`config.mk`:
```
export PLATFORM = sky130hd
export DESIGN_NAME = evrot_angle
export DESIGN_NICKNAME = d
export VERILOG_FILES = /design/src/rtl/evrot_pkg.sv /design/src/rtl/evrot_angle.sv
export SDC_FILE = /design/constraint.sdc
export NUM_CORES = 2
export LEC_CHECK = 0
export ABC_AREA = 1
export BUFFER_PORTS_ARGS = -buffer_cell sky130_fd_sc_hd__buf_2
export CORE_UTILIZATION = 59
export CTS_BUF_LIST = sky130_fd_sc_hd__clkbuf_8
export CTS_CLUSTER_DIAMETER = 80
export DETAILED_ROUTE_END_ITERATION = 16
export PLACE_DENSITY = 0.8
export SETUP_SLACK_MARGIN = 0.2
export SLEW_MARGIN = 15
export SYNTH_ARGS = -nofsm -noshare
export SYNTH_HDL_FRONTEND = slang
export SYNTH_SLANG_ARGS = --single-unit
```
`constraint.sdc`:
```
create_clock -name clk -period 19.2 [get_ports clk]
set_clock_uncertainty 0.1 [all_clocks]
set_input_delay 2.88 -clock clk [delete_from_list [all_inputs] [get_ports clk]]
set_output_delay 2.88 -clock clk [all_outputs]
set_load 0.01 [all_outputs]
```
`src/rtl/evrot_pkg.sv`:
```
// ----------------------------------------------------------------------------
// evrot_pkg
// Shared types, constants and the arctangent table for the Euler ZYX
// vector rotation unit.
// ----------------------------------------------------------------------------
package evrot_pkg;

  localparam int ANGLE_W = 17;
  localparam int FIELD_W = 24;
  localparam int ZW      = 33;

  localparam int TURN         = 36000;
  localparam int HALF_TURN    = 18000;
  localparam int QUARTER_TURN = 9000;

  // round(pi * 2^30) / 18000 split into an integer part and a remainder.
  localparam int RAD_INT     = 187403;
  localparam int RAD_REM     = 5426;
  localparam int RECIP       = 3817748;
  localparam int RECIP_SHIFT = 36;

  localparam logic signed [ZW-1:0] CORDIC_GAIN = 33'sd652032874;
  localparam int ATAN_ENTRIES = 24;

  localparam int SAT_MAX = 8388607;
  localparam int SAT_MIN = -8388608;

  typedef struct packed {
    logic                      orient;
    logic signed [FIELD_W-1:0] bx;
    logic signed [FIELD_W-1:0] by;
    logic signed [FIELD_W-1:0] bz;
    logic        [FIELD_W-1:0] mag;
  } carry_t;

  function automatic logic signed [ZW-1:0] atan_q30(input int i);
    logic signed [ZW-1:0] r;
    case (i)
      0:  r = 33'sd843314856;
      1:  r = 33'sd497837829;
      2:  r = 33'sd263043836;
      3:  r = 33'sd133525158;
      4:  r = 33'sd67021686;
      5:  r = 33'sd33543515;
      6:  r = 33'sd16775850;
      7:  r = 33'sd8388437;
      8:  r = 33'sd4194282;
      9:  r = 33'sd2097149;
      10: r = 33'sd1048575;
      11: r = 33'sd524287;
      12: r = 33'sd262143;
      13: r = 33'sd131071;
      14: r = 33'sd65535;
      15: r = 33'sd32767;
      16: r = 33'sd16383;
      17: r = 33'sd8191;
      18: r = 33'sd4095;
      19: r = 33'sd2047;
      20: r = 33'sd1023;
      21: r = 33'sd511;
      22: r = 33'sd255;
      23: r = 33'sd127;
      default: r = 33'sd0;
    endcase
    return r;
  endfunction

endpackage

```
`src/rtl/evrot_angle.sv`:
```
// ----------------------------------------------------------------------------
// evrot_angle
// Reduces three angles to a half turn, folds them to a quarter turn and
// converts them to radians with 30 fraction bits in four stages.
// ----------------------------------------------------------------------------
module evrot_angle (
  input  logic                                   clk,
  input  logic                                   rst,
  input  logic                                   in_valid,
  output logic                                   in_ready,
  input  logic signed [evrot_pkg::ANGLE_W-1:0]   angle [0:2],
  input  evrot_pkg::carry_t                      carry_in,
  output logic                                   out_valid,
  input  logic                                   out_ready,
  output logic signed [evrot_pkg::ZW-1:0]        z_out [0:2],
  output logic                                   nc_out [0:2],
  output evrot_pkg::carry_t                      carry_out
);

  logic v [1:4];
  logic rdy [1:5];

  logic signed [15:0] m1 [0:2];
  logic signed [15:0] m1_next [0:2];
  evrot_pkg::carry_t c1, c2, c3, c4;

  logic [30:0] base2 [0:2];
  logic [25:0] t2 [0:2];
  logic neg2 [0:2];
  logic nc2 [0:2];
  logic [30:0] base2_next [0:2];
  logic [25:0] t2_next [0:2];
  logic neg2_next [0:2];
  logic nc2_next [0:2];

  logic [11:0] e3 [0:2];
  logic [11:0] e3_next [0:2];
  logic [30:0] base3 [0:2];
  logic [25:0] t3 [0:2];
  logic neg3 [0:2];
  logic nc3 [0:2];

  logic signed [evrot_pkg::ZW-1:0] z4 [0:2];
  logic signed [evrot_pkg::ZW-1:0] z4_next [0:2];
  logic nc4 [0:2];

  always_comb begin
    rdy[5] = out_ready;
    for (int k = 4; k >= 1; k--) begin
      rdy[k] = !v[k] || rdy[k+1];
    end
  end

  assign in_ready  = rdy[1];
  assign out_valid = v[4];
  assign carry_out = c4;

  always_comb begin
    logic signed [15:0] f;
    logic [13:0] af;
    logic [47:0] prod;
    logic [25:0] r;
    logic [31:0] q;
    for (int l = 0; l < 3; l++) begin
      if (angle[l] > 54000) begin
        m1_next[l] = 16'(angle[l] - 72000);
      end else if (angle[l] > evrot_pkg::HALF_TURN) begin
        m1_next[l] = 16'(angle[l] - evrot_pkg::TURN);
      end else if (angle[l] > -evrot_pkg::HALF_TURN) begin
        m1_next[l] = 16'(angle[l]);
      end else if (angle[l] > -54000) begin
        m1_next[l] = 16'(angle[l] + evrot_pkg::TURN);
      end else begin
        m1_next[l] = 16'(angle[l] + 72000);
      end

      nc2_next[l] = 1'b0;
      f = m1[l];
      if (m1[l] > evrot_pkg::QUARTER_TURN) begin
        f = 16'(evrot_pkg::HALF_TURN - m1[l]);
        nc2_next[l] = 1'b1;
      end else if (m1[l] < -evrot_pkg::QUARTER_TURN) begin
        f = 16'(-evrot_pkg::HALF_TURN - m1[l]);
        nc2_next[l] = 1'b1;
      end
      neg2_next[l] = f[15];
      af = f[15] ? 14'(-f) : 14'(f);
      base2_next[l] = 31'(32'(af) * 32'(evrot_pkg::RAD_INT));
      t2_next[l] = 26'(32'(af) * 32'(evrot_pkg::RAD_REM));

      prod = 48'(t2[l]) * 48'(evrot_pkg::RECIP);
      e3_next[l] = 12'(prod >> evrot_pkg::RECIP_SHIFT);

      r = t3[l] - 26'(26'(e3[l]) * 26'(evrot_pkg::HALF_TURN));
      q = 32'(base3[l]) + 32'(e3[l]) +
          ((r >= 26'(evrot_pkg::HALF_TURN)) ? 32'd1 : 32'd0);
      z4_next[l] = neg3[l] ? -evrot_pkg::ZW'(q) : evrot_pkg::ZW'(q);
    end
  end

  always_ff @(posedge clk) begin
    if (rst) begin
      for (int k = 1; k <= 4; k++) begin
        v[k] <= 1'b0;
      end
    end else begin
      if (rdy[1]) v[1] <= in_valid;
      if (rdy[2]) v[2] <= v[1];
      if (rdy[3]) v[3] <= v[2];
      if (rdy[4]) v[4] <= v[3];
    end
  end

  always_ff @(posedge clk) begin
    if (rdy[1]) begin
      m1 <= m1_next;
      c1 <= carry_in;
    end
    if (rdy[2]) begin
      base2 <= base2_next;
      t2    <= t2_next;
      neg2  <= neg2_next;
      nc2   <= nc2_next;
      c2    <= c1;
    end
    if (rdy[3]) begin
      e3    <= e3_next;
      base3 <= base2;
      t3    <= t2;
      neg3  <= neg2;
      nc3   <= nc2;
      c3    <= c2;
    end
    if (rdy[4]) begin
      z4  <= z4_next;
      nc4 <= nc3;
      c4  <= c3;
    end
  end

  assign z_out  = z4;
  assign nc_out = nc4;

endmodule

```
==> metrics <==
DRT Pass-1 Iters=8; ys async rst share=0%; reg-to-reg slack, setup=roughly 10 ns; IO Pins=353; Worst setup startpoint=out_ready; WL/cell=18.6 µm; initial antenna violation count=23; Overflow after GRT=0; pin count of the biggest net entering global routing=roughly 110; clock tree buffer depth=3; most numerous cell in the Yosys netlist=nand2_1; Sink Count=between 900 and 1000; IO buf count=about 350; Final setup violation count=0; clock insertion delay at the later pin of the skew report=between 0.8 and 0.9 ns; RSZ-0062 raised after global routing=no; fmax=111 MHz; CTS root buf=clkbuf_8; Yosys top cell by area=edfxtp_1; TritonCTS buffer count=approximately 160; total count of hold-check failures in the final report=0; placer congestion estimate=between 0.9 and 1; die height=397 µm; Slew HR=between 20% and 30%; status=completed; Area Growth Syn to Fin=7.70%; period utilisation layout=a little under half; num rows=~140; Crit Path Category=in2out; DP HPWL=196000 µm; Arrival @ worst endpoint=6.01 ns; dominant synthesized flop cell=edfxtp_1; nets=12860; 1st-iter DRT viols=~5300; Synth cell types=64; syn_nets=about 12000; crit start category=input pin; H-tree depth=4; #FFs+latches synth=916; Vias=70881; die footprint=between 150000 and 200000 µm²; Final ANT Viol Nets=0; global-route wire length before repair=between 300000 and 400000 µm; number of hold buffers added after cts=0; drc violations=0; routed wire length=~240000 µm; Tmin final=about 9.0 ns; layout cells sized above 1=6.89%; yosys warns=0; TNS Setup=0 ns; Synth area leaders=edfxtp_1, ha_1, fa_1, nand2_1, inv_1; Commonest cells post-synth=nand2_1, inv_1, ha_1, edfxtp_1, fa_1; Avg Cell Area, Syn=9.14 µm²; mapped cell area=around 90000 µm²; Pins Over Slew Limit=0; area share of the largest cell type after synthesis=about 30%; Max Cap Viol=0; Worst EP required=approximately 16 ns; worst min path class=reg2reg; setup bufs post-CTS=0; core area=between 150000 and 200000 µm²; crit-path max FO=between 100 and 150; post-CTS sizing=0; TritonCTS clock tree=yes; Initial Util=between 50% and 60%; Setup crit end kind=output pin; number of flops mapped to enable cells by yosys=between 900 and 1000; vias in the first global route=~71000; Reg-to-Reg Start=m1[16]; Worst-path clk slew=~0.06 ns; Die W=397 µm; Overall Global Routing Usage=~30%; sequential fraction of the synthesis area=between 20% and 30%; routed vias/inst=5.57; HP Start=c2[51]; Mapped Cells=10088; Slew @ Worst Pin=1.07 ns
-- state kept, by name (all words and copies together) (netlist names), 4 cells and up --
| name | flops |
|---|---|
| base3 | 93 |
| t3 | 68 |
| e3 | 36 |
| base2 | 93 |
| carry_out | 97 |
| c3 | 97 |
| c1 | 97 |
| z_out | 99 |
| c2 | 97 |
| v | 4 |
| t2 | 72 |
| m1 | 48 |
-- path summary, 6_finish.rpt --
kind	to	depth (start not counted)
worst max-delay path	in_ready	8
worst min-delay path	c3[51]	0
worst max register to register	base2[58]	35
worst min register to register	c3[51]	0
-- metal layers --
| layer | share of wire [%] | wire length (µm) | up-vias | track usage (%) |
|---|---|---|---|---|
| li1 | - | - | 34227 | - |
| met1 | 42 | 99100 | 33688 | 39.2 |
| met2 | 47 | 112000 | 2389 | 50.4 |
| met3 | 6.9 | 16500 | 555 | 5.37 |
| met4 | 3.8 | 9060 | 22 | 11.0 |
| met5 | 0.060 | 142 | - | 0 |
-- critical path, cell delays in order --
cell and delay [ns]:
buf_2 0.09, nor2_1 0.35, inv_8 0.29, nor2_1 0.67
nand2_8 0.69, inv_1 0.32, nand2_4 0.34, buf_2 0.28
-- kinds of logic after synthesis --
logic type               count (synthesis)  share of synthesized area, %
AND/OR/NAND/NOR                       3666                          16.9
adder cells (fa/ha/maj)               2157                          35.1
buffers and inverters                 1899                          7.89
AO/OA/AOI/OAI                         1030                          6.28
flip-flops                             916                          29.8
XOR/XNOR                               418                          4.00
multiplexers                             2                        0.0217
-- layout make-up --
class	count	area, µm²
clock buffers	155	2130
multi-input cells	7273	57400
clock inverters	123	815
repair buffers	371	1900
well taps	2044	2560
flip-flops and latches	916	27500
fillers	12451	55300
diodes	11	27.5
inverters	1834	6910
-- placed cells by master, fill, tap and decap left out, types with 12 or more instances in the layout --
| master | n |
|---|---|
| clkbuf_8 | 155 |
| clkinv_2 | 18 |
| o21ai_1 | 18 |
| o21bai_1 | 23 |
| and2_1 | 17 |
| nand2_2 | 45 |
| clkinv_1 | 48 |
| nor2_1 | 706 |
| nand4_1 | 147 |
| nand3b_1 | 35 |
| o21ai_0 | 300 |
| nor2_2 | 25 |
| ha_1 | 1446 |
| xnor2_1 | 127 |
| o31ai_1 | 13 |
| a21boi_0 | 19 |
| buf_2 | 352 |
| inv_2 | 26 |
| o21a_1 | 16 |
| fa_1 | 711 |
| nand3_1 | 503 |
| buf_4 | 19 |
| nor4_1 | 32 |
| edfxtp_1 | 916 |
| nand3_2 | 12 |
| a31oi_1 | 44 |
| a211oi_1 | 13 |
| nand2_1 | 2015 |
| a21o_1 | 50 |
| nor3_1 | 81 |
| inv_1 | 1827 |
| o211ai_1 | 35 |
| a21oi_1 | 456 |
| xor2_1 | 288 |
-- metrics by stage --
stage          hold slack (ns)  utilization, %  setup WS (ns)  cells  instance area, µm²
6_report                 0.295            64.2          10.21  12727               99300
5_1_grt                  0.297            64.2           9.55  12722               99300
4_1_cts                  0.284            64.2          10.20  12716               99300
3_5_place_dp             0.305            62.3          10.20  12438               96300
3_3_place_gp             0.300            62.3          10.32  12438               96300
2_1_floorplan            0.300               -           2.05  10088               92200
Power is not shown: default switching activity piles up to over one toggle a cycle in this logic, so the estimate is an artifact.
